==> src/rtl/esort_pkg.sv <==
`default_nettype none
package esort_pkg;

  localparam int unsigned ScoreW = 32;
  localparam int unsigned IdxW   = 6;
  localparam int unsigned RankW  = 5;
  localparam int unsigned CntW   = 7;
  localparam int unsigned CfgW   = 6;

  // One sorted entry: score and its arrival index.
  typedef struct packed {
    logic signed [ScoreW-1:0] score;
    logic [IdxW-1:0]          index;
  } entry_t;

  // Handoff from cell i to cell i+1.
  typedef struct packed {
    logic   gt;     // this cell holds a score greater than the new one
    entry_t entry;
  } link_t;

  // Broadcast control shared by every cell.
  typedef struct packed {
    logic            insert;
    logic            shift;
    logic [CntW-1:0] fill;
    entry_t          din;
  } cell_ctrl_t;

endpackage
`default_nettype wire

==> src/rtl/esort_cell.sv <==
`default_nettype none
module esort_cell #(
  parameter int unsigned INDEX = 0
) (
  input  wire                   clk_i,
  input  esort_pkg::cell_ctrl_t ctrl_i,
  input  esort_pkg::link_t      prev_i,
  input  esort_pkg::entry_t     next_i,
  output esort_pkg::link_t      link_o
);

  esort_pkg::entry_t entry_q, entry_d;
  logic occupied, is_tail, gt;

  assign occupied = ctrl_i.fill > esort_pkg::CntW'(INDEX);
  assign is_tail  = ctrl_i.fill == esort_pkg::CntW'(INDEX);
  // strict compare keeps equal scores in arrival order
  assign gt       = occupied && (entry_q.score > ctrl_i.din.score);

  always_comb begin
    entry_d = entry_q;
    if (ctrl_i.insert) begin
      if (prev_i.gt) begin
        entry_d = prev_i.entry;
      end else if (gt || is_tail) begin
        entry_d = ctrl_i.din;
      end
    end else if (ctrl_i.shift) begin
      entry_d = next_i;
    end
  end

  always_ff @(posedge clk_i) begin
    entry_q <= entry_d;
  end

  assign link_o.gt    = gt;
  assign link_o.entry = entry_q;

endmodule
`default_nettype wire
==> config.mk <==
export PLATFORM = sky130hd
export DESIGN_NAME = esort_cell
export DESIGN_NICKNAME = d
export VERILOG_FILES = /design/src/rtl/esort_pkg.sv /design/src/rtl/esort_cell.sv
export SDC_FILE = /design/constraint.sdc
export NUM_CORES = 1
export LEC_CHECK = 0
export BUFFER_PORTS_ARGS = -buffer_cell sky130_fd_sc_hd__buf_4
export CORE_MARGIN = 2
export CORE_UTILIZATION = 40
export CTS_CLUSTER_SIZE = 24
export DETAILED_ROUTE_END_ITERATION = 8
export PLACE_DENSITY = 0.86
export SLEW_MARGIN = 5
export SYNTH_ARGS = -nofsm -noshare
export SYNTH_HDL_FRONTEND = slang
export SYNTH_SLANG_ARGS = --single-unit
==> constraint.sdc <==
create_clock -name clk_i -period 3.5 [get_ports clk_i]
set_input_delay 0.525 -clock clk_i [delete_from_list [all_inputs] [get_ports clk_i]]
set_output_delay 0.525 -clock clk_i [all_outputs]
set_load 0.01 [all_outputs]
# --- Word-level counts from Yosys, hierarchy flattened ---
# Cells that the tools add are included.
classes:
  magnitude_cmp: 2
  eq_ne: 1
  muxes: 4
  reduce_logical: 5
ops:
  columns: ["op", "count"]
  rows:
  - ["$mux 38", 4]
  - ["$gt 32x32->1", 1]
  - ["$gt 7x1->1 const B", 1]
  - ["$logic_not 7->1", 1]
  - ["$ne 3x1->1 const B", 1]
  - ["$reduce_and 2->1", 1]
  - ["$reduce_bool 2->1", 1]
  - ["$logic_and 1x1->1", 1]
  - ["$logic_or 1x1->1", 1]
totals:
  reg_bits: 38
  in_bits: 125
  out_inout_bits: 39
  word_cells: 14

# --- Logic depth before layout (Yosys ltp) ---
# Gate-level depths: netlist (run 1).
depth:
  depth_word: 6
  mapped_depth: 9
  ltp_nobuf: 8

# --- Least setup slack after synthesis (run 1) ---
# No wires, ideal clock.
synth_path:
  path_type: "input port to flip-flop"
  startpoint: "input ctrl_i[37] in the netlist's numbering"
  endpoint: "register entry_q (netlist bit link_o[0]) (enable)"
  setup_time_ns: 0.615
  arrival_time_ns: 2.717
  t_required_ns: 2.885
  slack_ns: 0.168
  cell_stages: 8
  n_path_buf: 0
  cell_sequence: "inv_1 ha_1 nand4_2 nor4_4 nand2_1 and3b_1 a21oi_1 nand3_1"
synth_via:
  elab_chain_len: 5
synth_lines:
  columns: ["item", "line_no", "source"]
  rows:
  - ["from (decl)", "esort_cell.sv:6", "input esort_pkg::cell_ctrl_t ctrl_i,"]
  - ["$gt 32x32->1", "esort_cell.sv:18", "assign gt = occupied && (entry_q.score > ctrl_i.din.score);"]
  - ["$logic_and 1x1->1", "esort_cell.sv:18", null]
  - ["$logic_or 1x1->1", "esort_cell.sv:25", "end else if (gt || is_tail) begin"]
  - ["$ne 3x1->1 (no source line)", null, null]
  - ["$reduce_and 2->1 (no source line)", null, null]
  - ["to (signal assigned)", "esort_cell.sv:34", "entry_q <= entry_d;"]
  - ["to (decl)", "esort_cell.sv:12", "esort_pkg::entry_t entry_q, entry_d;"]
# Every way passes these cells.
# A chain may end at the register's enable or synchronous reset.

==> impl_metrics.yaml, run 1 <==
floorplanning:
  die_w_um: 88.1
  die_y_um: 88.1
  io_pins: 164
  fp-row-count: 30
  core_um2: 6830
  start_util: 0.414
  die_area_um2: 7770
yosys:
  seq_area_frac_synth: 0.403
  ys_top_cells_by_count: "a21oi_1, nor2_1, mux2i_1, edfxtp_1, inv_1"
  yosys_warnings: 0
  syn_area_per_cell_um2: 9.60
  yosysTopAreaCellShare: 0.403
  yosys-top-cells-area: "edfxtp_1, ha_1, mux2i_1"
  synth_cell_types: 31
  synth_nets: 452
  yosysMostFrequentCell: "a21oi_1"
  ys.flop_type: "edfxtp_1"
  synth-edff-count: 38
  ys_ff_latch: 38
  synth_top_area_cell: "edfxtp_1"
  synthCells: 295
  syn_area_um2: 2830
  async_flop_share: 0
worst_hold_path:
  hold_path_class: "input pin to register"
placed_design:
  place_area_um2: 4140
  preCtsSetupSlack_ns: 0.506
  port_buffers: 163
  gp_congestion: 0.772
  dp_hpwl_um: 6120
  dpl.cell_count: 542
timing:
  slew_violations: 0
  max_freq_mhz: 331
  timing.final.ws_setup_ns: 0.479
  clock_skew_ns: 0.00457
  rsz0062_at_grt: "false"
  setup_violations: 0
  fin_crit_ns: 3.02
  tns_ns: 0
  finalHoldViolCount: 0
  worstMarginPinSlew_ns: 0.651
  relSlewSlack: 0.566
  fin_crit_sh: 0.863
  hold-worst-slack_ns: 0.562
route:
  drtAntennaViolNets: 0
  drc: 0
  drtPass1Iterations: 4
  wl_per_cell_um: 13.7
  routed_wl_um: 7520
  via_count: 2688
  viasPerCell: 4.91
  dr.first_iter.drc_count: 72
run_status:
  outcome: "finished clean"
clock_tree:
  postCtsResizedCells: 0
  cts.sinks: 38
  numCtsBuffers: 5
  cts_setup_buffers: 0
  htree_levels: 2
  cts_tree: "yes"
  ctsRootBufferMaster: "clkbuf_8"
  cts_buffer_depth: 2
  clkTransAtPathRegs_ns: 0.07
  hold_buffers: 0
  clkLatencyLatePin_ns: 0.27
global_routing:
  first_global_vias: 2591
  grt_max_degree: 46
  grt_pass1_wl_um: 11500
  antenna_found_initial: 0
  grt_usage: 0.190
  overflow: 0
setup_path:
  endpoint_kind: "primary output"
  path_max_fanout: 3
  arrival_ns: 2.50
  cp.required_ns: 2.97
  worstSetupPathType: "register to primary output"
  critPathLaunchType: "register"
run:
  drv_cap: 0
layout:
  areaGrowthSynthToFinish_pct: 48.7
  final_cells: 548
  fin_area_um2: 4210
  antenna_cells: 0
  drive_above_1_share: 0.394
  nets: 610
  largest_reg_flops: 38
  fill_cells: 601
pwr:
  leakage_nw: 2.11
  powerDensity_nw_per_um2: 345
  peakVddDrop_uv: 255
## worst paths after layout
check	slack (ns)	to	cells past startpoint	startpoint
setup / recovery	0.48	link_o[38]	8	link_o[13]$_DFFE_PP_
hold / removal	0.56	link_o[34]$_DFFE_PP_	3	next_i[34]
setup reg to reg	0.96	link_o[37]$_DFFE_PP_	8	link_o[37]$_DFFE_PP_
hold reg to reg	1.20	link_o[14]$_DFFE_PP_	4	link_o[37]$_DFFE_PP_
## power by group
part           leakage (nW)  switching (mW)  internal, mW
registers             0.377          0.0346         0.592
logic                  1.69           0.268         0.287
clock network        0.0375           0.140         0.130
## cell families after synthesis
family | synth area share
simple gates | 0.125
compound gates | 0.126
buf+inv | 0.0667
mux | 0.138
flops | 0.403
fa+ha+maj | 0.141
## final cells by class
class,count,area (µm²),share of cell area
clock buffers,5,68.8,0.0163
clock inverters,1,3.75,0.000892
inverters,33,124,0.0294
multi-input cells,209,1510,0.358
flip-flops and latches,38,1140,0.271
well taps,96,120,0.0285
repair buffers,166,1250,0.296
## cell usage in the layout, fill, tap and decap left out, drive strengths merged, types with 3 or more instances in the layout
cell / n
nor2: 42
ha: 32
buf: 166
clkbuf: 5
mux2i: 39
nor4: 3
nand3: 6
a21oi: 53
nand2: 8
edfxtp: 38
inv: 33
nand4: 8
o21ai: 3
## routing by layer
layer	track usage	wire [µm]
met5	0	0
met4	0.0565	99
met3	0.0415	489
met2	0.344	3810
met1	0.225	3110
## critical path: stages, from the launching register on
cell,delay [ns]
edfxtp_1,0.40
ha_1,0.33
a21oi_2,0.14
o21ai_1,0.09
a221o_1,0.31
or3_1,0.41
a21oi_2,0.15
mux2i_1,0.23
buf_4,0.15
## through the flow
step,util,power (mW)
floorplan,-,0.912
global placement,0.606,1.18
detailed placement,0.606,1.20
CTS,0.616,1.47
global route,0.616,1.55
finish,0.616,1.45
Note: power is estimated with default switching activity, not from simulation.
==> inputs of run 2 (changes only) <==
CELL_PAD_IN_SITES_DETAIL_PLACEMENT = 0   (was default)
CELL_PAD_IN_SITES_GLOBAL_PLACEMENT = 1   (was default)
CORE_UTILIZATION = 29   (was 40)
PLACE_DENSITY = 0.87   (was 0.86)
==> impl_metrics.yaml, run 2 (synthesis results as in run 1) <==
run_status:
  outcome: "finished clean"
floorplanning:
  die_y_um: 103
  die_area_um2: 10600
  die_w_um: 103
  io_pins: 164
  fp-row-count: 36
  core_um2: 9640
  start_util: 0.294
setup_path:
  ff2ff_setup_slack_ns: 0.97
  critPathLaunchType: "register"
  rr_worst_depth: 8
  r2r_start: "link_o[37]$_DFFE_PP_"
  endpoint_kind: "primary output"
  cp.required_ns: 2.97
  r2r_end: "link_o[37]$_DFFE_PP_"
  path_max_fanout: 3
  worstSetupPathType: "register to primary output"
  arrival_ns: 2.50
route:
  drtAntennaViolNets: 0
  dr.first_iter.drc_count: 34
  viasPerCell: 4.54
  met1_length_um: 3320
  routed_wl_um: 7730
  top_layer_used: "met4"
  met3_wirelength_um: 574
  via_count: 2669
  route.met2.wl_um: 3740
  drtPass1Iterations: 4
  drc: 0
  wl_per_cell_um: 13.1
clock_tree:
  clkLatencyLatePin_ns: 0.29
  cts_buffer_depth: 2
  htree_levels: 2
  postCtsResizedCells: 0
  numCtsBuffers: 5
  ctsRootBufferMaster: "clkbuf_8"
  hold_buffers: 0
  cts_setup_buffers: 0
  cts.sinks: 38
  clkTransAtPathRegs_ns: 0.08
  cts_tree: "yes"
timing:
  tns_ns: 0
  fin_crit_ns: 3.02
  rsz0062_at_grt: "false"
  finalHoldViolCount: 0
  relSlewSlack: 0.705
  clock_skew_ns: 0.00758
  slew_violations: 0
  fin_crit_sh: 0.863
  worstMarginPinSlew_ns: 0.442
  setup_violations: 0
  max_freq_mhz: 331
worst_hold_path:
  min_from: "next_i[6]"
  holdPathStages: 3
  hold_path_class: "input pin to register"
  hold_end: "link_o[6]$_DFFE_PP_"
pwr:
  leakage_nw: 2.12
  peakVddDrop_uv: 191
  power.net_switching_mw: 0.459
  swShare: 0.311
  p_seq_frac: 0.424
  clkPwrFrac: 0.199
  powerDensity_nw_per_um2: 345
  combPwrFrac: 0.377
  p_int_mw: 1.02
placed_design:
  gp_congestion: 0.719
  dp_hpwl_um: 6390
  dpl.cell_count: 580
  port_buffers: 163
run:
  drv_cap: 0
layout:
  final_cell_mix: "buf_4, a21oi_1, nor2_1"
  largest_reg_flops: 38
  final_cells: 588
  multiInputGateArea_um2: 1510
  regArea_um2: 1140
  final_common_cell: "buf_4"
  antenna_cells: 0
  nets: 611
  drive_above_1_share: 0.396
  areaGrowthSynthToFinish_pct: 50.9
  fill_cells: 977
global_routing:
  grt_usage: 0.142
  overflow: 0
  grt_pass1_wl_um: 11600
  antenna_found_initial: 0
  grt_max_degree: 46
  first_global_vias: 2586
==> run 2: metrics by stage <==
step	util	setup slack (ns)	power [mW]	hold slack [ns]	instance area, µm²
2_1_floorplan	-	0.168	0.912	0.751	2830
3_3_place_gp	0.435	0.543	1.19	0.842	4190
3_5_place_dp	0.435	0.502	1.20	0.845	4190
4_1_cts	0.443	0.430	1.50	0.537	4270
5_1_grt	0.443	0.283	1.58	0.554	4270
6_report	0.443	0.479	1.47	0.550	4270
==> run 2: critical path, stage by stage (launching register included) <==
cell and delay (ns):
edfxtp_1 0.40, ha_1 0.34, a21oi_2 0.14, o21ai_1 0.09, a221o_1 0.32, or3_1 0.40
a21oi_2 0.15, mux2i_1 0.21, buf_4 0.15
==> run 2: worst max-delay path by stage <==
stage,endpoint,startpoint,slack (ns)
floorplan,link_o[0]$_DFFE_PP_,ctrl_i[37],0.17
global placement,link_o[38],ctrl_i[13],0.54
detailed placement,link_o[38],ctrl_i[13],0.50
CTS,link_o[38],link_o[13]$_DFFE_PP_,0.43
global route,link_o[38],link_o[13]$_DFFE_PP_,0.28
finish,link_o[38],link_o[13]$_DFFE_PP_,0.48
==> run 2: per-layer routing <==
| layer | up-vias | track usage |
|---|---|---|
| li1 | 1383 | - |
| met1 | 1183 | 0.175 |
| met2 | 94 | 0.246 |
| met3 | 9 | 0.0393 |
| met4 | 0 | 0.0374 |
| met5 | - | 0 |
==> run 2: power by group through the flow <==
stage / Sequential (mW) / Clock (mW) / Combinational, mW
2_1_floorplan: 0.667 / 0 / 0.245
5_1_grt: 0.635 / 0.323 / 0.620
6_report: 0.626 / 0.293 / 0.556
4_1_cts: 0.627 / 0.311 / 0.567
3_3_place_gp: 0.633 / 0 / 0.555
3_5_place_dp: 0.637 / 0 / 0.564
==> run 2: final cells by class <==
type | instances | area share
Sequential cell | 38 | 0.267
Clock inverter | 2 | 0.00205
Inverter | 33 | 0.0290
Multi-Input combinational cell | 209 | 0.353
Timing Repair Buffer | 167 | 0.293
Tap cell | 133 | 0.0389
Clock buffer | 6 | 0.0170
==> inputs of run 3 (changes only) <==
CORE_ASPECT_RATIO = 0.8   (was default)
CORE_MARGIN = default   (was 2)
==> impl_metrics.yaml, run 3 (synthesis results as in run 1) <==
run_status:
  outcome: "finished clean"
pwr:
  total_power_mw: 1.61
  powerDensity_nw_per_um2: 376
  p_seq_frac: 0.389
  peakVddDrop_uv: 226
  p_int_mw: 1.14
  combPwrFrac: 0.344
  clkPwrFrac: 0.267
  swShare: 0.294
  leakage_nw: 2.13
  power.net_switching_mw: 0.474
route:
  wl_per_cell_um: 13.7
  dr.first_iter.drc_count: 97
  drtAntennaViolNets: 0
  viasPerCell: 4.68
  drc: 0
  via_count: 2659
  routed_wl_um: 7770
  drtPass1Iterations: 4
timing:
  worstMarginPinSlew_ns: 0.700
  fin_crit_sh: 0.870
  relSlewSlack: 0.533
  finalHoldViolCount: 0
  max_freq_mhz: 328
  setup_violations: 0
  fin_crit_ns: 3.05
  rsz0062_at_grt: "false"
  tns_ns: 0
  clock_skew_ns: 0.00298
  slew_violations: 0
  hold-worst-slack_ns: 0.565
setup_path:
  r2r_end: "link_o[9]$_DFFE_PP_"
  r2r_start: "link_o[29]$_DFFE_PP_"
  endpoint_kind: "primary output"
  ff2ff_setup_slack_ns: 0.80
  critPathLaunchType: "register"
  path_buf_inv: 1
  worstPathCellList: "ha_1 -> nand4_1 -> nor2_1 -> a221o_1 -> or3_1 -> a21oi_2 -> mux2i_1 -> buf_4"
  arrival_ns: 2.52
  worstSetupPathDepth: 8
  max_stage_delay_ns: 0.42
  path_max_fanout: 4
  cp.required_ns: 2.97
  rr_worst_depth: 8
  crit_family: "simple AND/OR/NAND/NOR gates"
  worstSetupPathType: "register to primary output"
  cp_slowest_cell: "or3_1"
global_routing:
  grt_pass1_wl_um: 12600
  antenna_found_initial: 0
  grt_usage: 0.156
  overflow: 0
  grt_max_degree: 77
  first_global_vias: 2680
placed_design:
  place_area_um2: 4160
  dp_hpwl_um: 6290
  port_buffers: 163
  gp_congestion: 0.745
layout:
  drive_above_1_share: 0.393
  final_cell_mix: "buf_4, a21oi_1, nor2_1"
  fin_area_um2: 4290
  multiInputGateArea_um2: 1510
  nets: 610
  final_common_cell: "buf_4"
  antenna_cells: 0
  largest_reg_flops: 38
  regArea_um2: 1140
  fill_cells: 919
  areaGrowthSynthToFinish_pct: 51.7
clock_tree:
  cts_setup_buffers: 0
  numCtsBuffers: 5
  cts.sinks: 38
  ctsRootBufferMaster: "clkbuf_16"
  clkLatencyLatePin_ns: 0.27
  postCtsResizedCells: 0
  hold_buffers: 0
  cts_buffer_depth: 2
  clkTransAtPathRegs_ns: 0.06
  htree_levels: 2
  cts_tree: "yes"
floorplanning:
  core_um2: 9270
  die_y_um: 90.4
  die_area_um2: 10200
  die_w_um: 112
  start_util: 0.305
  io_pins: 164
  fp-row-count: 31
run:
  drv_cap: 0
worst_hold_path:
  hold_end: "link_o[12]$_DFFE_PP_"
  holdPathStages: 3
  hold_path_class: "input pin to register"
  min_from: "next_i[12]"
==> run 3: power by group through the flow <==
stage          sequential (mW)  combinational, mW  clock, mW
2_1_floorplan            0.667              0.245          0
3_3_place_gp             0.635              0.553          0
3_5_place_dp             0.638              0.562          0
4_1_cts                  0.629              0.565      0.443
5_1_grt                  0.638              0.624      0.460
6_report                 0.628              0.555      0.431
==> run 3: worst max path at each step <==
stage / start / end
after floorplan: ctrl_i[37] / link_o[0]$_DFFE_PP_
after global placement: ctrl_i[20] / link_o[38]
after detailed placement: ctrl_i[29] / link_o[5]$_DFFE_PP_
after CTS: link_o[20]$_DFFE_PP_ / link_o[38]
after global routing: link_o[20]$_DFFE_PP_ / link_o[38]
final: link_o[20]$_DFFE_PP_ / link_o[38]
==> run 3: stage by stage <==
| stage | utilization | std cells | setup WS [ns] |
|---|---|---|---|
| after CTS | 0.463 | 568 | 0.452 |
| after detailed placement | 0.449 | 561 | 0.495 |
| final | 0.463 | 568 | 0.455 |
| after floorplan | - | 295 | 0.168 |
| after global placement | 0.449 | 561 | 0.533 |
| after global routing | 0.463 | 568 | 0.291 |
==> run 3: area by class of cell <==
class                   count  area share
inverters                  33      0.0288
multi-input cells         209       0.351
clock buffers               7      0.0309
repair buffers            166       0.290
flip-flops and latches     38       0.266
well taps                 115      0.0335
==> run 3: worst min-delay path: stages <==
cell,delay (ns)
buf_4,0.08
nor2_1,0.03
a21oi_1,0.09
==> run 3: routing by layer <==
layer  GRT usage  wire (µm)  vias to the layer above
met5           0          0                        -
met3      0.0423        548                        2
li1            -          -                     1379
met2       0.265       3630                       94
met1       0.200       3560                     1184
met4      0.0278         20                        0
